**src/hw/rtl/pmwb_pkg.sv**
```systemverilog
// ----------------------------------------------------------------------------
// pmwb_pkg: shared types and constants of the priority bitmap mutex
// Request modes, result status codes, register indexes and the bit search
// used over the 16-bit group and waiter maps.
// ----------------------------------------------------------------------------
package pmwb_pkg;

	localparam int PRIO_GROUPS = 16;
	localparam int MAP_W       = 16;
	localparam int IDX_W       = 4;
	localparam int PRIO_W      = 8;
	localparam int CODE_W      = 2;

	typedef enum logic [1:0] {
		MODE_LOCK    = 2'd0,
		MODE_TRY     = 2'd1,
		MODE_RELEASE = 2'd2
	} mode_t;

	typedef enum logic [1:0] {
		STAT_DONE   = 2'd0,
		STAT_QUEUED = 2'd1,
		STAT_BUSY   = 2'd2
	} status_t;

	typedef enum logic {
		CFG_RECURSIVE  = 1'b0,
		CFG_START_FREE = 1'b1
	} cfg_idx_t;

	typedef enum logic {
		FSM_IDLE = 1'b0,
		FSM_EXEC = 1'b1
	} fsm_t;

	// index of the lowest set bit, zero for an empty map
	function automatic logic [IDX_W-1:0] lowest_bit(input logic [MAP_W-1:0] m);
		logic [IDX_W-1:0] r;
		r = '0;
		for (int i = MAP_W - 1; i >= 0; i--) begin
			if (m[i]) begin
				r = IDX_W'(i);
			end
		end
		return r;
	endfunction

endpackage

```
**src/hw/rtl/priority_mutex_waiter_bitmap.sv**
```systemverilog
// ----------------------------------------------------------------------------
// priority_mutex_waiter_bitmap: hardware mutex with a priority waiter bitmap
// Lock, try-lock and release requests against one mutex; waiters are kept in
// a two-level bitmap whose per-group maps sit in a small synchronous memory.
// ----------------------------------------------------------------------------
// Each request item passes through idle and execute: in the accept cycle the
// waiter map of the relevant group (the caller's group for a lock, the lowest
// occupied group for a release) is read from the map memory into a register,
// and in the execute state the word is updated, written back and the result
// item loaded into the output register. A new item is taken only once the
// block is back in idle, so it cannot take one before the last is through; a
// result waiting on m_tready holds the block in execute. A register write is
// taken only in idle, and an input item offered in the same cycle is held
// back while the write is offered. The map memory needs no clearing pass: a
// valid bit per group, cleared by reset and by a start_free write, makes an
// unwritten group read as empty.
module priority_mutex_waiter_bitmap
	import pmwb_pkg::*;
(
	input  logic        clk,
	input  logic        arst_n,
	input  logic        s_tvalid,
	output logic        s_tready,
	input  logic [15:0] s_tdata,    // [7:0] thread_prio, [9:8] release_code, [15:10] zero
	input  logic [1:0]  s_tuser,    // [1:0] mode
	output logic        m_tvalid,
	input  logic        m_tready,
	output logic [15:0] m_tdata,    // [1:0] status, [9:2] granted_prio, [11:10] grant_code,
	                                // [12] preempt, [15:13] zero
	output logic        m_tuser,    // [0] grant_valid
	input  logic        cfg_valid,
	output logic        cfg_ready,
	input  logic        cfg_index,
	input  logic        cfg_data
);

	fsm_t state_q, state_nxt;

	logic              recursive_q;
	logic              start_free_q;
	logic              free_q;
	logic              owner_valid_q;
	logic [PRIO_W-1:0] owner_prio_q;
	logic [MAP_W-1:0]  group_map_q;
	logic [MAP_W-1:0]  wvalid_q;

	logic [MAP_W-1:0]  wmap_mem [MAP_W];
	logic [MAP_W-1:0]  rd_word_s1;
	logic              rd_valid_s1;

	logic [1:0]        mode_s1;
	logic [PRIO_W-1:0] prio_s1;
	logic [CODE_W-1:0] code_s1;
	logic [IDX_W-1:0]  grp_s1;

	logic              m_tvalid_q;
	logic [15:0]       m_tdata_q;
	logic              m_tuser_q;

	logic              in_acc;
	logic              cfg_acc;
	logic              exec_go;
	logic [IDX_W-1:0]  rd_addr;

	// result of the execute cycle
	logic              wr_en;
	logic [MAP_W-1:0]  wr_word;
	logic              nx_free;
	logic              nx_owner_valid;
	logic [PRIO_W-1:0] nx_owner_prio;
	logic [MAP_W-1:0]  nx_group_map;
	status_t           r_status;
	logic              r_gvalid;
	logic [PRIO_W-1:0] r_gprio;
	logic [CODE_W-1:0] r_gcode;
	logic              r_preempt;

	logic [MAP_W-1:0]  cur_word;
	logic [IDX_W-1:0]  bit_sel;
	logic [MAP_W-1:0]  rel_word;
	logic [PRIO_W-1:0] grant_prio;

	assign cfg_ready = (state_q == FSM_IDLE);
	assign cfg_acc   = cfg_valid & cfg_ready;
	assign in_acc    = s_tvalid & s_tready;
	assign exec_go   = (state_q == FSM_EXEC) && (!m_tvalid_q || m_tready);

	assign m_tvalid = m_tvalid_q;
	assign m_tdata  = m_tdata_q;
	assign m_tuser  = m_tuser_q;

	// lock reads the caller's group, release the most urgent occupied group
	always_comb begin
		if (mode_t'(s_tuser) == MODE_RELEASE) begin
			rd_addr = lowest_bit(group_map_q);
		end else begin
			rd_addr = s_tdata[PRIO_W-1 -: IDX_W];
		end
	end

	always_ff @(posedge clk or negedge arst_n) begin
		if (!arst_n) begin
			state_q <= FSM_IDLE;
		end else begin
			state_q <= state_nxt;
		end
	end

	always_comb begin
		state_nxt = state_q;
		s_tready  = 1'b0;
		case (state_q)
			FSM_IDLE: begin
				// hold input items while a register write is offered
				s_tready = !cfg_valid;
				if (s_tvalid && !cfg_valid) begin
					state_nxt = FSM_EXEC;
				end
			end
			FSM_EXEC: begin
				if (exec_go) begin
					state_nxt = FSM_IDLE;
				end
			end
			default: begin
				state_nxt = FSM_IDLE;
			end
		endcase
	end

	// map memory: read on accept, write back in the execute cycle
	always_ff @(posedge clk) begin
		if (in_acc) begin
			rd_word_s1 <= wmap_mem[rd_addr];
			mode_s1    <= s_tuser;
			prio_s1    <= s_tdata[PRIO_W-1:0];
			code_s1    <= s_tdata[PRIO_W +: CODE_W];
			grp_s1     <= rd_addr;
		end
		if (exec_go && wr_en) begin
			wmap_mem[grp_s1] <= wr_word;
		end
	end

	always_comb begin
		cur_word       = rd_valid_s1 ? rd_word_s1 : '0;
		bit_sel        = lowest_bit(cur_word);
		rel_word       = cur_word & ~(MAP_W'(1) << bit_sel);
		grant_prio     = {grp_s1, bit_sel};
		wr_en          = 1'b0;
		wr_word        = cur_word;
		nx_free        = free_q;
		nx_owner_valid = owner_valid_q;
		nx_owner_prio  = owner_prio_q;
		nx_group_map   = group_map_q;
		r_status       = STAT_DONE;
		r_gvalid       = 1'b0;
		r_gprio        = '0;
		r_gcode        = '0;
		r_preempt      = 1'b0;
		case (mode_t'(mode_s1))
			MODE_LOCK, MODE_TRY: begin
				if (recursive_q && owner_valid_q && (owner_prio_q == prio_s1)) begin
					r_status = STAT_DONE;
				end else if (free_q) begin
					nx_free        = 1'b0;
					nx_owner_valid = 1'b1;
					nx_owner_prio  = prio_s1;
				end else if (mode_t'(mode_s1) == MODE_TRY) begin
					r_status = STAT_BUSY;
				end else if (32'(grp_s1) < PRIO_GROUPS) begin
					wr_en                = 1'b1;
					wr_word              = cur_word | (MAP_W'(1) << prio_s1[IDX_W-1:0]);
					nx_group_map[grp_s1] = 1'b1;
					r_status             = STAT_QUEUED;
				end else begin
					r_status = STAT_BUSY;
				end
			end
			MODE_RELEASE: begin
				nx_owner_valid = 1'b0;
				nx_owner_prio  = '0;
				if (group_map_q == '0) begin
					nx_free = 1'b1;
				end else begin
					wr_en          = 1'b1;
					wr_word        = rel_word;
					if (rel_word == '0) begin
						nx_group_map[grp_s1] = 1'b0;
					end
					nx_owner_valid = 1'b1;
					nx_owner_prio  = grant_prio;
					r_gvalid       = 1'b1;
					r_gprio        = grant_prio;
					r_gcode        = code_s1;
					r_preempt      = grant_prio < prio_s1;
				end
			end
			default: begin
				// unused mode: no state change, all-zero result
			end
		endcase
	end

	always_ff @(posedge clk or negedge arst_n) begin
		if (!arst_n) begin
			recursive_q   <= 1'b0;
			start_free_q  <= 1'b1;
			free_q        <= 1'b1;
			owner_valid_q <= 1'b0;
			owner_prio_q  <= '0;
			group_map_q   <= '0;
			wvalid_q      <= '0;
			rd_valid_s1   <= 1'b0;
			m_tvalid_q    <= 1'b0;
		end else begin
			if (in_acc) begin
				rd_valid_s1 <= wvalid_q[rd_addr];
			end
			if (exec_go) begin
				free_q        <= nx_free;
				owner_valid_q <= nx_owner_valid;
				owner_prio_q  <= nx_owner_prio;
				group_map_q   <= nx_group_map;
				if (wr_en) begin
					wvalid_q[grp_s1] <= 1'b1;
				end
				m_tvalid_q <= 1'b1;
			end else if (m_tready) begin
				m_tvalid_q <= 1'b0;
			end
			if (cfg_acc) begin
				case (cfg_idx_t'(cfg_index))
					CFG_RECURSIVE: begin
						recursive_q <= cfg_data;
					end
					CFG_START_FREE: begin
						// reinitialise the mutex: drop owner and all waiters
						start_free_q  <= cfg_data;
						free_q        <= cfg_data;
						owner_valid_q <= 1'b0;
						owner_prio_q  <= '0;
						group_map_q   <= '0;
						wvalid_q      <= '0;
					end
					default: begin
					end
				endcase
			end
		end
	end

	always_ff @(posedge clk) begin
		if (exec_go) begin
			m_tdata_q <= {3'b000, r_preempt, r_gcode, r_gprio, r_status};
			m_tuser_q <= r_gvalid;
		end
	end

`ifndef SYNTHESIS
	a_free_no_owner: assert property (@(posedge clk) disable iff (!arst_n)
		!(free_q && owner_valid_q))
		else $error("mutex free while owned");

	a_group_written: assert property (@(posedge clk) disable iff (!arst_n)
		(group_map_q & ~wvalid_q) == '0)
		else $error("group marked occupied without a written waiter map");

	a_grant_done: assert property (@(posedge clk) disable iff (!arst_n)
		(m_tvalid && m_tuser) |-> (m_tdata[1:0] == STAT_DONE))
		else $error("grant result with non-done status");

	a_accept_exec: assert property (@(posedge clk) disable iff (!arst_n)
		in_acc |=> (state_q == FSM_EXEC))
		else $error("accepted item not executed");

	a_start_free_kept: assert property (@(posedge clk) disable iff (!arst_n)
		(cfg_acc && cfg_index == CFG_START_FREE) |=> (free_q == start_free_q))
		else $error("start_free write did not set availability");
`endif

endmodule

```
**config.mk**
```make
export PLATFORM = sky130hd
export DESIGN_NAME = priority_mutex_waiter_bitmap
export DESIGN_NICKNAME = d
export VERILOG_FILES = /design/src/hw/rtl/pmwb_pkg.sv /design/src/hw/rtl/priority_mutex_waiter_bitmap.sv
export SDC_FILE = /design/constraint.sdc
export NUM_CORES = 1
export LEC_CHECK = 0
export BUFFER_PORTS_ARGS = -buffer_cell sky130_fd_sc_hd__buf_2
export CELL_PAD_IN_SITES_DETAIL_PLACEMENT = 2
export CELL_PAD_IN_SITES_GLOBAL_PLACEMENT = 2
export CORE_MARGIN = 4
export CORE_UTILIZATION = 45
export DETAILED_ROUTE_END_ITERATION = 10
export PLACE_DENSITY = 0.8
export SYNTH_ARGS = -nofsm -noshare
export SYNTH_HDL_FRONTEND = slang
export SYNTH_SLANG_ARGS = --single-unit
```
**constraint.sdc**
```tcl
create_clock -name clk -period 4.3 [get_ports clk]
set_input_delay 0.215 -clock clk [delete_from_list [all_inputs] [get_ports clk]]
set_output_delay 0.215 -clock clk [all_outputs]
set_load 0.02 [all_outputs]
```
* Yosys cells after proc, flatten, opt, wreduce, memory -nomap -nowiden *
Memory sizes are Yosys's and may differ from the RTL's. A register that Yosys moved wholly into a read port is not among the register bits.
Index checks and enable logic that the tools add are counted.

word-level totals
  flip-flop bits (word level) = 76
  memory bits (writable) = 256
  logic and storage cells = 147
  memories = 1

cells by class
  magnitude comparators = 4
  equality and inequality tests = 4
  shifts and indexed selects = 2
  mux-type cells = 89
  bitwise gates (word level) = 13
  reductions and logical operators = 17

memories
  memory    words  bits a word  read ports  clocked after memory_dff  wr ports  RTL line                            source
  wmap_mem  16     16           1           1                         1         priority_mutex_waiter_bitmap.sv:47  logic [MAP_W-1:0] wmap_mem [MAP_W];

operators by type and width
  operator                                                               count
  16-bit 2-to-1 mux                                                      17
  4-bit 2-to-1 mux                                                       33
  16-bit one-hot mux with 2 select lines                                 2
  8-bit 2-to-1 mux                                                       6
  16-bit OR                                                              3
  16-bit bitwise AND                                                     2
  16-bit logical NOT                                                     2
  16-bit NOT                                                             2
  1-bit by 4-bit left shift with 16-bit output, first input constant     2
  1-bit 2-to-1 mux                                                       23
  8-bit one-hot mux with 2 select lines                                  1
  4-bit by 5-bit < comparator with 1-bit output, second input constant   2
  8-bit equality test                                                    1
  8-bit < comparator                                                     1
  1-bit one-hot mux with 2 select lines                                  4
  1-bit logical AND                                                      6
  1-bit binary-select mux with 4-bit select                              1
  1-bit demux with 4-bit select                                          1
  2-bit equality test, second input constant                             2
  4-bit by 1-bit >= comparator with 1-bit output, second input constant  1
  1-bit NOT                                                              4
  2-bit OR reduction                                                     2
  3-bit OR reduction                                                     1
  1-bit bitwise AND                                                      2
  other kinds (7)                                                        8

* Depth between registers and ports, before layout *
  depth in word-level cells = 27
  mapped depth = 13

* Least setup slack after synthesis *
Ideal clock, no wire load.

  path type = register to register
  from = register prio_s1[3]
  to = memory wmap_mem[12][0] (enable)
  setup time = 0.434 ns
  arrival time = 3.267 ns
  slack = 0.600 ns
  stages on the path, launching flop included = 9
  period minus slack after synthesis = 3.700 ns
  path through = edfxtp_1 clkbuf_1 xnor2_1 nand4_1 nor3_1 or4_1 inv_1 o21ai_1 nor4_1

on the way
  cells in the longest elaborated chain, start to end = 7

ends and longest elaborated chain
  item                                    RTL line                             source
  start: declaration                      priority_mutex_waiter_bitmap.sv:52   logic [PRIO_W-1:0] prio_s1;
  start signal: assignment                priority_mutex_waiter_bitmap.sv:136  prio_s1 <= s_tdata[PRIO_W-1:0];
  8-bit equality test                     priority_mutex_waiter_bitmap.sv:163  if (recursive_q && owner_valid_q && (owner_prio_q == prio_s1)) begin
  1-bit logical AND                       priority_mutex_waiter_bitmap.sv:163
  1-bit 2-to-1 mux                        priority_mutex_waiter_bitmap.sv:163
  1-bit one-hot mux with 2 select lines   priority_mutex_waiter_bitmap.sv:161  case (mode_t'(mode_s1))
  1-bit logical AND                       priority_mutex_waiter_bitmap.sv:140  if (exec_go && wr_en) begin
  1-bit 2-to-1 mux                        priority_mutex_waiter_bitmap.sv:140
  1-bit 2-to-1 mux (implied by the code)  priority_mutex_waiter_bitmap.sv:141  wmap_mem[grp_s1] <= wr_word;
  end: declaration                        priority_mutex_waiter_bitmap.sv:47

No other way between the ends.

* Worst setup path after layout *
  from = register prio_s1[0]
  to = memory wmap_mem[5][5] (enable)

Same word-level chain as after synthesis.

==> flow_metrics.py <==
metrics = {
    "timing": {
        "fin_hold_ws_ns": 0.0277,
        "finClkSkew_ns": 0.0246,
        "maxSlewViolCount": 0,
        "fin_crit_ns": 3.88,
        "slew_headroom_pct": 14.8,
        "setup_slack_ns": 0.417,
        "hold_violations": 0,
        "rsz0062_at_grt": "false",
        "fmax_mhz": 258,
        "post-route-period-util_pct": 90.3,
        "finalSetupViolCount": 0,
        "final.setup.tns_ns": 0,
        "worst_slew_pin_slew_ns": 1.27,
    },
    "logic_synthesis": {
        "syn_inst": 1119,
        "avgSynthCellArea_sq_um": 13.6,
        "ys_seq_area_share_pct": 67.2,
        "synth_ff_type": "edfxtp_1",
        "ys_ff_latch": 348,
        "yosysWarnings": 0,
        "ys_types": 65,
        "synth-edff-count": 302,
        "syn-cell-area_sq_mm": 0.0152,
        "synthArstFlopShare_pct": 13.2,
    },
    "pwr": {
        "p_sw_uw": 2110,
        "power_uw": 8170,
        "p_int_uw": 6060,
        "vdd_drop_max_uv": 272,
        "pwr-share-seq_pct": 48.1,
        "leakagePower_uw": 0.00629,
        "swShare_pct": 25.8,
        "p_clk_share_pct": 40.2,
        "power_density_mw_per_mm2": 464,
        "combPwrFrac_pct": 11.7,
    },
    "detailed_routing": {
        "wire_per_inst_um": 31.1,
        "drc": 0,
        "drt_iter0_drc": 848,
        "ant_nets": 0,
        "via_per_inst": 6.26,
        "vias": 10500,
        "drt-pass1-iter-count": 7,
        "routed_wl_um": 52400,
    },
    "critical_path": {
        "start_kind": "flop",
        "crit_fanout": 16,
        "cp.required_ns": 4.51,
        "endpoint_kind": "flop",
        "path_class": "flop to flop",
        "r2r_cells": 9,
        "critical_path_arrival_ns": 4.09,
    },
    "floorplanning": {
        "die_h_um": 192,
        "die_area_sq_mm": 0.0368,
        "row_count": 67,
        "floorplan.initialDensity_pct": 45.5,
        "die_w_um": 192,
        "design.core.area_sq_mm": 0.0334,
        "io-pin-count": 45,
    },
    "hold_path": {
        "hold_depth": 3,
        "min_path_type": "input pin to flop",
    },
    "clocking": {
        "htreeDepth": 2,
        "clk_pin_slew_ns": 0.06,
        "cts_buffer_depth": 3,
        "cts_resized": 0,
        "cts_tree": "yes",
        "clk_latency_ns": 0.54,
        "cts_made_buffers": 39,
        "cts-root-buf": "clkbuf_16",
        "numClockSinks": 348,
    },
    "grt": {
        "grt_pass1_vias": 11600,
        "antenna_found_initial": 2,
        "track_usage_pct": 28.7,
        "grt_overflow": 0,
        "grt_pass1_wl_um": 77300,
        "grt_max_degree": 47,
    },
    "placement": {
        "dp_hpwl_um": 31900,
        "port_buffers": 35,
        "post-place-ws_ns": 0.524,
        "finalWeightedCongestion": 0.897,
    },
    "layout": {
        "post_route_cells_drive_above_1_share_pct": 20.0,
        "nets": 1238,
        "final_core_util_pct": 52.7,
        "n_antenna_cell": 0,
        "syn_to_final_growth_pct": 15.7,
    },
    "flow_run": {
        "maxCapViolCount": 0,
    },
    "status": {
        "outcome": "completed",
    },
}
==> flip-flops by register name (all words and copies together), names as in the netlist <==
signal / cells
free_q: 1
wmap_mem: 256
state_q: 1
group_map_q: 16
mode_s1: 2
code_s1: 2
grp_s1: 4
owner_prio_q: 8
owner_valid_q: 1
m_tvalid: 1
m_tuser: 1
m_tdata: 13
rd_word_s1: 16
prio_s1: 8
rd_valid_s1: 1
wvalid_q: 16
recursive_q: 1
==> cells in the mapped netlist, types with 4 or more instances <==
master,count,area (sq um)
a22oi_1,7,52.6
nor2_1,98,368
nand2_1,110,413
a21oi_1,19,95.1
a21o_1,7,52.6
nor4_1,13,81.3
nor2b_1,11,68.8
nand4_1,20,125
a221oi_1,8,70.1
nor3b_1,4,30.0
ha_1,7,87.6
nand2b_1,12,75.1
o211ai_1,70,526
mux2_2,67,754
o31ai_1,5,37.5
clkbuf_1,38,143
edfxtp_1,302,9070
buf_2,14,70.1
o21ai_0,31,155
nor3_1,13,65.1
xnor2_1,8,70.1
mux2i_1,72,721
dfrtp_1,45,1130
a211oi_1,7,52.6
nand3_1,18,90.1
a211oi_2,4,50.1
inv_1,25,93.8
and3_1,8,50.1
a31oi_1,11,68.8
buf_4,4,30.0
o311ai_0,6,52.6
==> final timing paths <==
kind                                  start               to  slack (ns)
max in group asynchronous            arst_n  owner_prio_q[3]        3.51
worst min-delay path               m_tready         m_tvalid        0.03
worst max-delay path             prio_s1[0]   wmap_mem[5][5]        0.42
min in group asynchronous            arst_n      wvalid_q[8]        0.33
worst min register to register  wvalid_q[2]      wvalid_q[2]        0.56
worst max register to register   prio_s1[0]   wmap_mem[5][5]        0.42
==> power groups by stage <==
stage                     sequential (uW)  clock (uW)  combinational [uW]
after floorplan                      3960           0                 533
after global placement               3980           0                 841
after detailed placement             3990           0                 909
after CTS                            3930        3340                 947
after global routing                 3930        3490                1020
final                                3930        3290                 954
==> cell type report <==
| type | instances | area, sq um |
|---|---|---|
| fillers | 3081 | 15800 |
| flip-flops and latches | 348 | 10200 |
| multi-input cells | 685 | 4700 |
| clock buffers | 59 | 1110 |
| repair buffers | 105 | 796 |
| well taps | 448 | 561 |
| clock inverters | 11 | 121 |
| inverters | 27 | 104 |
==> logic make-up after synthesis <==
family	count (synthesis)	share of synthesized area [%]
fa+ha+maj	7	0.575
flops	348	67.2
buf+inv	88	2.61
compound gates	204	9.59
other cells	1	0.0246
xor+xnor	8	0.460
mux	140	9.84
simple gates	323	9.75
==> through the flow <==
| step | instance area, sq um | cells |
|---|---|---|
| 6_report | 17600 | 1683 |
| 5_1_grt | 17600 | 1683 |
| 4_1_cts | 17600 | 1683 |
| 3_5_place_dp | 16300 | 1600 |
| 3_3_place_gp | 16300 | 1600 |
| 2_1_floorplan | 15200 | 1121 |
==> repair_timing <==
action | 4_1_cts | 5_1_grt
setup buffers | 0 | 0
hold buffers | 13 | 0
hold endpoints to repair | 58 | 0
==> layout by cell type, fill, tap and decap left out, types with 15 or more instances in the layout <==
cell type,instances
edfxtp_1,302
nand2_1,110
nor2_1,88
mux2i_1,72
o211ai_1,70
mux2_2,67
buf_4,52
dfrtp_1,45
clkbuf_16,40
buf_2,35
o21ai_0,31
inv_1,25
nand4_1,20
a21oi_1,19
nand3_1,18
clkbuf_1,15
==> per-layer routing <==
metal  GRT usage (%)  up-vias  wire length, um
li1                -     4447                -
met1            33.9     5505            19700
met2            50.8      425            26800
met3            4.87      154             3030
met4            13.6        4             2710
met5               0        -               27
==> critical path, cell delays in order (launching register included) <==
cell and delay, ns:
edfxtp_1 0.53, xnor2_1 0.20, nand4_1 0.15, nor3_1 0.12, or4_1 0.56, inv_1 0.26
o21ai_2 0.10, buf_4 0.23, nor3_2 0.98, buf_4 0.43
Power figures use the tool's default switching activity.
